**config.mk**
```make
export PLATFORM = sky130hd
export DESIGN_NAME = dbpm_ram
export DESIGN_NICKNAME = d
export VERILOG_FILES = /design/src/dbpm_ram.sv
export SDC_FILE = /design/constraint.sdc
export NUM_CORES = 1
export LEC_CHECK = 0
export BUFFER_PORTS_ARGS = -buffer_cell sky130_fd_sc_hd__buf_2
export CAP_MARGIN = 20
export CORE_MARGIN = 1
export CORE_UTILIZATION = 45
export CTS_CLUSTER_SIZE = 25
export DETAILED_ROUTE_END_ITERATION = 7
export HOLD_SLACK_MARGIN = 0.1
export PLACE_DENSITY = 0.71
export SLEW_MARGIN = 20
export SYNTH_ARGS = -nofsm -noshare
export SYNTH_HDL_FRONTEND = slang
export SYNTH_SLANG_ARGS = --single-unit
```
**constraint.sdc**
```tcl
create_clock -name clk_i -period 2.6 [get_ports clk_i]
set_input_delay 0.39 -clock clk_i [delete_from_list [all_inputs] [get_ports clk_i]]
set_output_delay 0.39 -clock clk_i [all_outputs]
set_load 0.02 [all_outputs]
```
**src/dbpm_ram.sv**
```systemverilog
// ----------------------------------------------------------------------------
// dbpm_ram
// Simple dual-port RAM: one write port, one read port with registered data.
// ----------------------------------------------------------------------------
module dbpm_ram #(
  parameter int unsigned Width = 8,
  parameter int unsigned Depth = 16
) (
  input  logic                     clk_i,
  input  logic                     we_i,
  input  logic [$clog2(Depth)-1:0] waddr_i,
  input  logic [Width-1:0]         wdata_i,
  input  logic [$clog2(Depth)-1:0] raddr_i,
  output logic [Width-1:0]         rdata_o
);

  logic [Width-1:0] mem_q [Depth];
  logic [Width-1:0] rdata_q;

  always_ff @(posedge clk_i) begin
    if (we_i) begin
      mem_q[waddr_i] <= wdata_i;
    end
    rdata_q <= mem_q[raddr_i];
  end

  assign rdata_o = rdata_q;

endmodule

```
==> qor.yml, run 1 <==
setup_viol: 0
clock_path_buffers: 2
power.internal_mw: 4.14
r2r-end: "rdata_o[2]"
async_flop_share_pct: 0
power_leakage_nw: 2.10
yosysSeqAreaShare_pct: 77.8
fin_crit_ps: 1460
fin_crit_sh_pct: 56.2
arrival_ps: 1750
synth_compound_area_share_pct: 2.33
die_h_um: 109
pwr_density_cell_mw_per_mm2: 835
cts_sinks: 136
synth_adder_area_share_pct: 0
swShare_pct: 19.2
cp-end-kind: "flip-flop"
slew-limit-headroom_pct: 54.3
antenna_found_initial: 0
clock_latency_ps: 410
setup_tns_ps: 0
cap_violations: 0
final_antenna_net_count: 0
outcome: "finished, final reports clean"
fmax_mhz: 684
start_util_pct: 46.9
clockRootBuffer: "clkbuf_16"
place_area_sq_mm: 0.00552
yosysMostFrequentCell: "edfxtp_1"
fill_cells: 788
grt_first_pass_wirelength_um: 13700
cts_tree: "built"
synth-xor-area-share_pct: 0
path_class: "primary input to flip-flop"
overflow: 0
ctsHoldBuffers: 0
critPathRequiredTime_ps: 2890
reg2reg_depth: 3
combPwrFrac_pct: 4.6
synth_area_sq_mm: 0.00515
syn-num-nets: 247
via_per_inst: 5.52
cpMaxStageDelayCell: "mux4_1"
core_sq_mm: 0.0110
yosys.area_share.simple_pct: 3.18
finalHoldViolCount: 0
num_antenna_cells: 0
rows: 38
syn_inst: 229
cts-resized-gates: 0
yosys_warnings: 0
drt_pass1_iterations: 4
cts_max_level: 4
whs_path_depth: 1
numCtsBuffers: 17
wl_um: 9080
first_iter_violations: 168
vias: 2396
holdCritStartpoint: "wdata_i[1]"
min_to: "mem_q[7][1]"
rsz0062_at_grt: "false"
ys_ff_latch: 136
postCtsSetupBuffers: 0
synth_top_area_share_pct: 74.7
synth_edf_count: 128
multiInputGateArea_sq_mm: 0.00106
fin_worst_skew_ps: 8.07
regArea_sq_mm: 0.00400
final_max_slew_viol_count: 0
die_area_sq_mm: 0.0119
switchingPower_mw: 0.982
clkTransAtPathRegs_ps: 60
die_x_um: 109
fin_util_pct: 55.8
nets: 299
finalInstanceArea_sq_mm: 0.00613
gp_congestion: 0.714
crit_chain: "buf_2 > buf_12 > mux4_1 > a22oi_1 > nand2_1"
drc: 0
grt_util_all_layers_pct: 17.1
port-buffer-count: 25
wl_per_cell_um: 20.9
area_delta_synth_final_pct: 19.1
synth_area_leaders: "edfxtp_1, mux4_2, mux4_1"
synthTopCellsByCount: "edfxtp_1, mux4_2, a22oi_1"
hold_class: "primary input to flip-flop"
reg2reg_slack_ps: 1220
drive_gt1_share_pct: 31.0
tightest_slew_ps: 684
startpoint_type: "primary input"
first_global_vias: 2431
seqPwrFrac_pct: 48.1
grt_max_degree: 33
synthMuxAreaShare_pct: 15.0
synth_top_family_by_area: "multiplexers"
place_hpwl_um: 5670
r2r_start: "mem_q[0][2]"
cpPeakStageDelay_ps: 590
ys_types: 19
synth-main-ff-cell: "edfxtp_1"
io_pins: 26
path_max_fanout: 32
yosys.area.top_type: "edfxtp_1"
p_clk_share_pct: 47.3
irDropWorstVdd_uv: 439
syn_area_per_cell_sq_um: 22.5
power by group through the flow:
stage / Clock, mW / Combinational (mW) / Sequential (mW)
final: 2.42 / 0.235 / 2.47
after global routing: 2.54 / 0.256 / 2.47
after CTS: 2.46 / 0.239 / 2.47
after detailed placement: 0 / 0.238 / 2.51
after global placement: 0 / 0.234 / 2.51
after floorplan: 0 / 0.124 / 2.53
how the worst max path moves through the flow:
stage / slack [ps] / to / cells after the start / from
after global placement: 770 / rdata_o[2] / 5 / raddr_i[0]
after CTS: 1170 / rdata_o[2] / 5 / raddr_i[0]
after detailed placement: 730 / rdata_o[2] / 5 / raddr_i[0]
after global routing: 1050 / rdata_o[2] / 5 / raddr_i[0]
after floorplan: 720 / mem_q[0][0] / 2 / waddr_i[2]
final: 1140 / rdata_o[2] / 5 / raddr_i[0]
placed cells by master, fill, tap and decap left out, drive strengths merged:
master      n
a22oi      16
and2        1
and2b       1
buf        43
bufinv      4
clkbuf     18
clkinv      9
clkinvlp    1
dfxtp       8
edfxtp    128
mux4       32
nand2       9
nand2b      2
nand3       1
nand3b      2
nor2       13
nor2b       1
nor3        4
or3b        1
critical path: cells and delay by family:
family                 cells  cell delay (ps)
AO/OA/AOI/OAI              1              320
AND/OR/NAND/NOR            1               80
buffers and inverters      2              350
multiplexers               1              590
flip-flops by register name, indices dropped and copies added, names as in the netlist:
name,flops
rdata_o,8
mem_q,128
cell type report:
class | count | area share (%)
Sequential cell | 136 | 65.3
Clock inverter | 14 | 2.96
Multi-Input combinational cell | 83 | 17.2
Clock buffer | 18 | 7.00
Timing Repair Buffer | 43 | 4.65
Tap cell | 140 | 2.86
per-layer routing:
metal	vias up	share of wire (%)	global-route usage [%]
met3	14	5.0	5.26
met1	1230	43	21.5
met2	69	50	27.4
met4	0	1.8	7.82
met5	-	0	0
li1	1083	-	-
stage by stage:
| stage | hold slack (ps) | power [mW] | std cells | setup WS, ps |
|---|---|---|---|---|
| floorplan | 489 | 2.65 | 229 | 717 |
| global placement | 651 | 2.74 | 402 | 770 |
| detailed placement | 654 | 2.75 | 402 | 734 |
| CTS | 351 | 5.16 | 434 | 1170 |
| global route | 364 | 5.27 | 434 | 1050 |
| finish | 365 | 5.12 | 434 | 1140 |
cell families after synthesis:
| logic type | count (synthesis) |
|---|---|
| and+or+nand+nor | 35 |
| DFF | 136 |
| AOI/OAI and AO/OA | 16 |
| buffers and inverters | 10 |
| muxes | 32 |
No activity file was read; power rests on OpenSTA's default activity.
==> run 2, diff against run 1 <==
--- a/config.mk
+++ b/config.mk
@@ -5,6 +5,7 @@
 export SDC_FILE = /design/constraint.sdc
 export NUM_CORES = 1
 export LEC_CHECK = 0
+export ABC_AREA = 1
 export BUFFER_PORTS_ARGS = -buffer_cell sky130_fd_sc_hd__buf_2
 export CAP_MARGIN = 20
 export CORE_MARGIN = 1
@@ -12,7 +13,7 @@
 export CTS_CLUSTER_SIZE = 25
 export DETAILED_ROUTE_END_ITERATION = 7
 export HOLD_SLACK_MARGIN = 0.1
-export PLACE_DENSITY = 0.71
+export PLACE_DENSITY = 0.7
 export SLEW_MARGIN = 20
 export SYNTH_ARGS = -nofsm -noshare
 export SYNTH_HDL_FRONTEND = slang
==> constraint.sdc (replaced) <==
create_clock -name clk_i -period 1.41 [get_ports clk_i]
set_input_delay 0.2115 -clock clk_i [delete_from_list [all_inputs] [get_ports clk_i]]
set_output_delay 0.2115 -clock clk_i [all_outputs]
set_load 0.02 [all_outputs]
==> run 2 against run 1 <==
  * Hold slack worse by 190 ps
  * Largest power group unchanged
  * Highest routed layer unchanged
  * Sequential share of layout area down 5.8 points
  * Critical path type is now flip-flop to output port
  * Wire length up 38%
==> qor.yml, run 2 <==
tightest_slew_ps: 606  # was 684 ps
switchingPower_mw: 2.11  # was 0.982 mW
port-buffer-count: 25  # unchanged
final_max_slew_viol_count: 0  # unchanged
cts_tree: "built"  # unchanged
clock_path_buffers: 2  # unchanged
power.internal_mw: 7.30  # was 4.14 mW
syn_inst: 551  # was 229
pwr_density_cell_mw_per_mm2: 1400  # was 835 mW/mm^2
overflow: 0  # unchanged
slew-limit-headroom_pct: 59.5  # was 54.3%
setup_slack_ps: 256  # was 1140 ps
clock_latency_ps: 410  # about the same
critPathRequiredTime_ps: 1200  # was 2890 ps
min_to: "rdata_o[6]"  # was mem_q[7][1]
cts_sinks: 136  # unchanged
path_buf_inv: 1  # was 2
path_class: "flip-flop to output port"  # was primary input to flip-flop
syn_area_per_cell_sq_um: 10.5  # was 22.5 sq um
first_iter_violations: 271  # was 168
drive_gt1_share_pct: 13.4  # was 31.0%
clkTransAtPathRegs_ps: 60  # about the same
arrival_ps: 940  # was 1750 ps
cpLargestDelayFamily: "flip-flops"  # was multiplexers
synth_area_leaders: "edfxtp_1, nand2_1, nand3_1"  # was edfxtp_1, mux4_2, mux4_1
start_util_pct: 47.0  # was 46.9%
fin_worst_skew_ps: 6.44  # was 8.07 ps
postCtsSetupBuffers: 0  # unchanged
gp_congestion: 0.823  # was 0.714
wl_per_cell_um: 16.1  # was 20.9 um
fmax_mhz: 867
core_sq_mm: 0.0123  # was 0.0110 sq mm
final_cell_mix: "nand2_1, edfxtp_1, inv_1"  # was edfxtp_1, buf_2, mux4_2
cts_max_level: 4  # unchanged
yosysSeqAreaShare_pct: 69.4  # was 77.8%
numCtsBuffers: 17  # unchanged
grt_util_all_layers_pct: 21.3  # was 17.1%
drt_pass1_iterations: 6  # was 4
swShare_pct: 22.4  # was 19.2%
synth-main-ff-cell: "edfxtp_1"  # unchanged
die_x_um: 115  # was 109 um
synth_top_area_share_pct: 66.7  # was 74.7%
cap_violations: 0  # unchanged
path_max_fanout: 1  # was 32
syn-num-nets: 569  # was 247
synthTopCellsByCount: "nand2_1, edfxtp_1, inv_1"  # was edfxtp_1, mux4_2, a22oi_1
fin_crit_sh_pct: 81.8
power_leakage_nw: 2.93  # was 2.10 nW
setup_viol: 0  # unchanged
vias: 3815  # was 2396
seqPwrFrac_pct: 48.3  # was 48.1%
rsz0062_at_grt: "false"  # unchanged
pre_cts_ws_ps: 62.2  # was 734 ps
cpPeakStageDelay_ps: 360  # was 590 ps
ctsHoldBuffers: 0  # unchanged
reg2reg_slack_ps: 360  # was 1220 ps
wl_um: 12500  # was 9080 um
holdCritStartpoint: "raddr_i[3]"  # was wdata_i[1]
r2r-end: "rdata_o[2]"  # unchanged
startpoint_type: "flip-flop"  # was primary input
ys_types: 12  # was 19
setup_tns_ps: 0  # unchanged
cpMaxStageDelayCell: "dfxtp_1"  # was mux4_1
ys_ff_latch: 136  # unchanged
yosys_warnings: 0  # unchanged
grt_first_pass_wirelength_um: 20200  # was 13700 um
cts-resized-gates: 0  # unchanged
die_h_um: 115  # was 109 um
whs_path_depth: 3  # was 1
reg2reg_depth: 6  # was 3
irDropWorstVdd_uv: 917  # was 439 uV
r2r_start: "mem_q[0][2]"  # unchanged
grt_max_degree: 54  # was 33
outcome: "finished, final reports clean"  # unchanged
io_pins: 26  # unchanged
yosysMostFrequentCell: "nand2_1"  # was edfxtp_1
synth_area_sq_mm: 0.00577  # was 0.00515 sq mm
async_flop_share_pct: 0  # unchanged
first_global_vias: 3787  # was 2431
fin_crit_ps: 1150
final_antenna_net_count: 0  # unchanged
die_area_sq_mm: 0.0133  # was 0.0119 sq mm
place_hpwl_um: 7700  # was 5670 um
nets: 612  # was 299
hold_class: "primary input to flip-flop"  # unchanged
largest_register_ffs: 128  # unchanged
top_register: "mem_q"  # unchanged
area_delta_synth_final_pct: 16.8  # was 19.1%
rows: 40  # was 38
finalHoldViolCount: 0  # unchanged
combPwrFrac_pct: 6.2  # was 4.6%
synth_edf_count: 128  # unchanged
num_antenna_cells: 0  # unchanged
antenna_found_initial: 0  # unchanged
p_clk_share_pct: 45.5  # was 47.3%
layout_commonest_cell: "nand2_1"  # was edfxtp_1
clockRootBuffer: "clkbuf_16"  # unchanged
power_mw: 9.41  # was 5.12 mW
via_per_inst: 4.93  # was 5.52
drc: 0  # unchanged
yosys.area.top_type: "edfxtp_1"  # unchanged
cp-end-kind: "output port"  # was flip-flop
crit_chain: "buf_2"  # was buf_2 > buf_12 > mux4_1 > a22oi_1 > nand2_1
run 2: cell count changes in the layout (fill, tap and decap cells not counted), moves of 3 or more:
cell / delta
inv_1: +100
nand3_1: +96
a22oi_1: -16
nand2_1: +164
mux4_2: -18
nor2_1: +4
nor3_1: -4
mux4_1: -14
buf_4: +3
run 2: per-stage QoR:
| step | util, % | hold WS (ps) | std cells | instance area, sq um |
|---|---|---|---|---|
| 3_5_place_dp | 50.2 | 594 | 743 | 6160 |
| 5_1_grt | 54.9 | 178 | 774 | 6740 |
| 2_1_floorplan | - | 310 | 551 | 5770 |
| 6_report | 54.9 | 172 | 774 | 6740 |
| 4_1_cts | 54.9 | 162 | 774 | 6740 |
| 3_3_place_gp | 50.2 | 581 | 743 | 6160 |
run 2: kinds of logic (layout without fill, tap and decap cells):
family,after synthesis,after routing,synth area share (%)
and+or+nand+nor,289,289,21.0
DFF,136,136,69.4
buffers and inverters,126,181,9.52
run 2: layout make-up:
cell class / count / area (sq um)
Clock inverter: 14 / 151
Multi-Input combinational cell: 289 / 1210
Inverter: 102 / 383
Clock buffer: 17 / 425
Fill cell: 1012 / 5530
Sequential cell: 136 / 4000
Timing Repair Buffer: 48 / 348
Tap cell: 168 / 210
run 2: worst max-delay path by stage:
stage	slack (ps)	to	startpoint	cells after the start
after floorplan	250	mem_q[10][0]	waddr_i[2]	2
after detailed placement	60	rdata_o[2]	raddr_i[2]	5
final	260	rdata_o[7]	rdata_o[7]	1
after global routing	240	rdata_o[7]	rdata_o[7]	1
after global placement	90	rdata_o[0]	raddr_i[2]	5
after CTS	250	rdata_o[3]	rdata_o[3]	1
run 2: power groups by stage:
stage,combinational (mW),clock (mW),sequential [mW]
after floorplan,0.319,0,4.66
after global placement,0.574,0,4.63
after detailed placement,0.585,0,4.63
after CTS,0.590,4.33,4.55
after global routing,0.652,4.51,4.55
final,0.584,4.28,4.55
run 2: layer usage:
| layer | share of wire (%) | global-route usage (%) | vias to the layer above |
|---|---|---|---|
| met5 | 0 | 0 | - |
| met2 | 49 | 34.4 | 129 |
| met1 | 43 | 28.6 | 1814 |
| met3 | 5.7 | 4.01 | 17 |
| li1 | - | - | 1855 |
| met4 | 1.8 | 8.92 | 0 |
==> run 3, diff against run 2 <==
--- a/config.mk
+++ b/config.mk
@@ -5,7 +5,7 @@
 export SDC_FILE = /design/constraint.sdc
 export NUM_CORES = 1
 export LEC_CHECK = 0
-export ABC_AREA = 1
+export ABC_AREA = 0
 export BUFFER_PORTS_ARGS = -buffer_cell sky130_fd_sc_hd__buf_2
 export CAP_MARGIN = 20
 export CORE_MARGIN = 1
@@ -13,7 +13,7 @@
 export CTS_CLUSTER_SIZE = 25
 export DETAILED_ROUTE_END_ITERATION = 7
 export HOLD_SLACK_MARGIN = 0.1
-export PLACE_DENSITY = 0.7
+export PLACE_DENSITY = 0.73
 export SLEW_MARGIN = 20
 export SYNTH_ARGS = -nofsm -noshare
 export SYNTH_HDL_FRONTEND = slang
==> constraint.sdc (replaced) <==
create_clock -name clk_i -period 1.06 [get_ports clk_i]
set_input_delay 0.159 -clock clk_i [delete_from_list [all_inputs] [get_ports clk_i]]
set_output_delay 0.159 -clock clk_i [all_outputs]
set_load 0.02 [all_outputs]
==> run 3 against run 2 <==
  * The run now ends with setup timing left
  * Sequential share of layout area grew 2.1 points
  * Hold slack lost 42 ps
  * Clock skew grew 2.0 ps
  * Utilization grew 4.3 points
  * Count of clock-buffer cells in the layout is the same
  * Critical path type is now flip-flop to flip-flop
  * Wire length shrank 23%
  * Die area shrank 11%
  * Via count shrank 35%
==> qor.yml, run 3 (synthesis results as in run 1) <==
first_global_vias: 2681  # was 3787
overflow: 0  # unchanged
violations: "setup timing"
crit_chain: "mux4_2 > a22oi_2 > nand2_1"  # was buf_2
antenna_found_initial: 0  # unchanged
fin_worst_skew_ps: 8.41  # was 6.44 ps
pwr_density_cell_mw_per_mm2: 1910  # was 1400 mW/mm^2
largest_register_ffs: 128  # unchanged
clkTransAtPathRegs_ps: 60  # about the same
route.met3.wl_um: 661  # was 717 um
wl_met1_um: 3740  # was 5400 um
place_hpwl_um: 6120  # was 7700 um
first_iter_violations: 217  # was 271
cts_tree: "built"  # unchanged
arrival_ps: 1560  # was 940 ps
rows: 38  # was 40
slew-limit-headroom_pct: 33.6  # was 59.5%
grt_first_pass_wirelength_um: 15000  # was 20200 um
outcome: "finished, violations left"  # was finished, final reports clean
switchingPower_mw: 2.62  # was 2.11 mW
die_x_um: 109  # was 115 um
power.internal_mw: 9.83  # was 7.30 mW
place_area_sq_mm: 0.00585  # was 0.00616 sq mm
setup_viol: 8  # was 0
cpMaxStageDelayCell: "mux4_2"  # was dfxtp_1
seqPwrFrac_pct: 48.6  # was 48.3%
path_class: "flip-flop to flip-flop"  # was flip-flop to output port
drive_gt1_share_pct: 47.9  # was 13.4%
highest_layer: "met4"  # unchanged
via_per_inst: 5.51  # was 4.93
final_antenna_net_count: 0  # unchanged
fin_crit_sh_pct: 120
hold_class: "primary input to flip-flop"  # unchanged
critPathRequiredTime_ps: 1350  # was 1200 ps
cpLargestDelayFamily: "multiplexers"  # was flip-flops
nets: 312  # was 612
die_area_sq_mm: 0.0119  # was 0.0133 sq mm
ctsHoldBuffers: 0  # unchanged
gp_congestion: 0.693  # was 0.823
grt_max_degree: 18  # was 54
fin_crit_ps: 1270
die_h_um: 109  # was 115 um
clock_latency_ps: 410  # about the same
cts_max_level: 4  # unchanged
finalHoldViolCount: 0  # unchanged
area_delta_synth_final_pct: 26.5  # was 16.8%
rsz0062_at_grt: "true"  # was false
path_buf_inv: 0  # was 1
grt_util_all_layers_pct: 18.7  # was 21.3%
swShare_pct: 21.1  # was 22.4%
tightest_slew_ps: 994  # was 606 ps
finalInstanceArea_sq_mm: 0.00651  # was 0.00674 sq mm
combPwrFrac_pct: 6.0  # was 6.2%
clockRootBuffer: "clkbuf_16"  # unchanged
place_inst: 415  # was 743
wl_met2_um: 5120  # was 6140 um
num_antenna_cells: 0  # unchanged
top_register: "mem_q"  # unchanged
power_leakage_nw: 2.15  # was 2.93 nW
io_pins: 26  # unchanged
irDropWorstVdd_uv: 1250  # was 917 uV
drc: 0  # unchanged
path_max_fanout: 1  # unchanged
fin_hold_ws_ps: 130  # was 172 ps
stdcell_count: 447  # was 774
vias: 2463  # was 3815
core_sq_mm: 0.0110  # was 0.0123 sq mm
setup_slack_ps: -207  # was 256 ps
fmax_mhz: 789
final_cell_mix: "edfxtp_1, mux4_2, buf_4, buf_12"  # was nand2_1, edfxtp_1, inv_1
startpoint_type: "flip-flop"  # unchanged
clock_path_buffers: 2  # unchanged
cts_sinks: 136  # unchanged
cpPeakStageDelay_ps: 510  # was 360 ps
cp-end-kind: "flip-flop"  # was output port
wl_um: 9620  # was 12500 um
final_max_slew_viol_count: 0  # unchanged
layout_commonest_cell: "edfxtp_1"  # was nand2_1
port-buffer-count: 25  # unchanged
cap_violations: 0  # unchanged
p_clk_share_pct: 45.4  # was 45.5%
wl_per_cell_um: 21.5  # was 16.1 um
numCtsBuffers: 17  # unchanged
drt_pass1_iterations: 4  # was 6
start_util_pct: 46.9  # was 47.0%
-- run 3: area by class of cell --
cell class / instances / area (sq um)
clock buffers: 17 / 425
clock inverters: 15 / 149
fillers: 737 / 4470
multi-input cells: 83 / 1140
flip-flops and latches: 136 / 4010
well taps: 140 / 175
repair buffers: 56 / 614
-- run 3: repair_timing --
item,in CTS,in global routing
pin swaps,5,3
endpoints found under the setup margin,11,14
gates resized for setup,15,10
buffers inserted,0,0
-- run 3: power groups by stage --
stage / combinational [mW] / sequential [mW] / clock, mW
after floorplan: 0.350 / 6.19 / 0
after global placement: 0.680 / 6.16 / 0
after detailed placement: 0.696 / 6.16 / 0
after CTS: 0.730 / 6.06 / 5.72
after global routing: 0.805 / 6.07 / 5.93
final: 0.743 / 6.06 / 5.65
-- run 3: path summary, 6_finish.rpt --
kind         cells after the start  slack [ps]    startpoint     endpoint
max                              3        -210   mem_q[3][5]   rdata_o[5]
min                              1         130    wdata_i[3]  mem_q[5][3]
max reg2reg                      3        -210   mem_q[3][5]   rdata_o[5]
min reg2reg                      3         680  mem_q[14][0]   rdata_o[0]
-- run 3: worst register-to-register path: stages, from the launching register on --
cell	delay, ps
edfxtp_1	380
mux4_2	510
a22oi_2	200
nand2_1	70
-- run 3: routing by layer --
| layer | up-vias | track usage [%] |
|---|---|---|
| met5 | - | 0 |
| met4 | 0 | 9.46 |
| met3 | 8 | 4.78 |
| met2 | 108 | 30.4 |
| met1 | 1260 | 23.5 |
| li1 | 1087 | - |
-- run 3: stage by stage --
stage	util, %	setup TNS [ps]	total power [mW]	setup WS, ps
CTS	58.9	-1520	12.5	-236
global route	59.3	-1830	12.8	-251
detailed placement	53.3	-32430	6.86	-582
finish	59.3	-1400	12.5	-207
floorplan	-	-9810	6.54	-202
global placement	53.3	-29800	6.84	-552
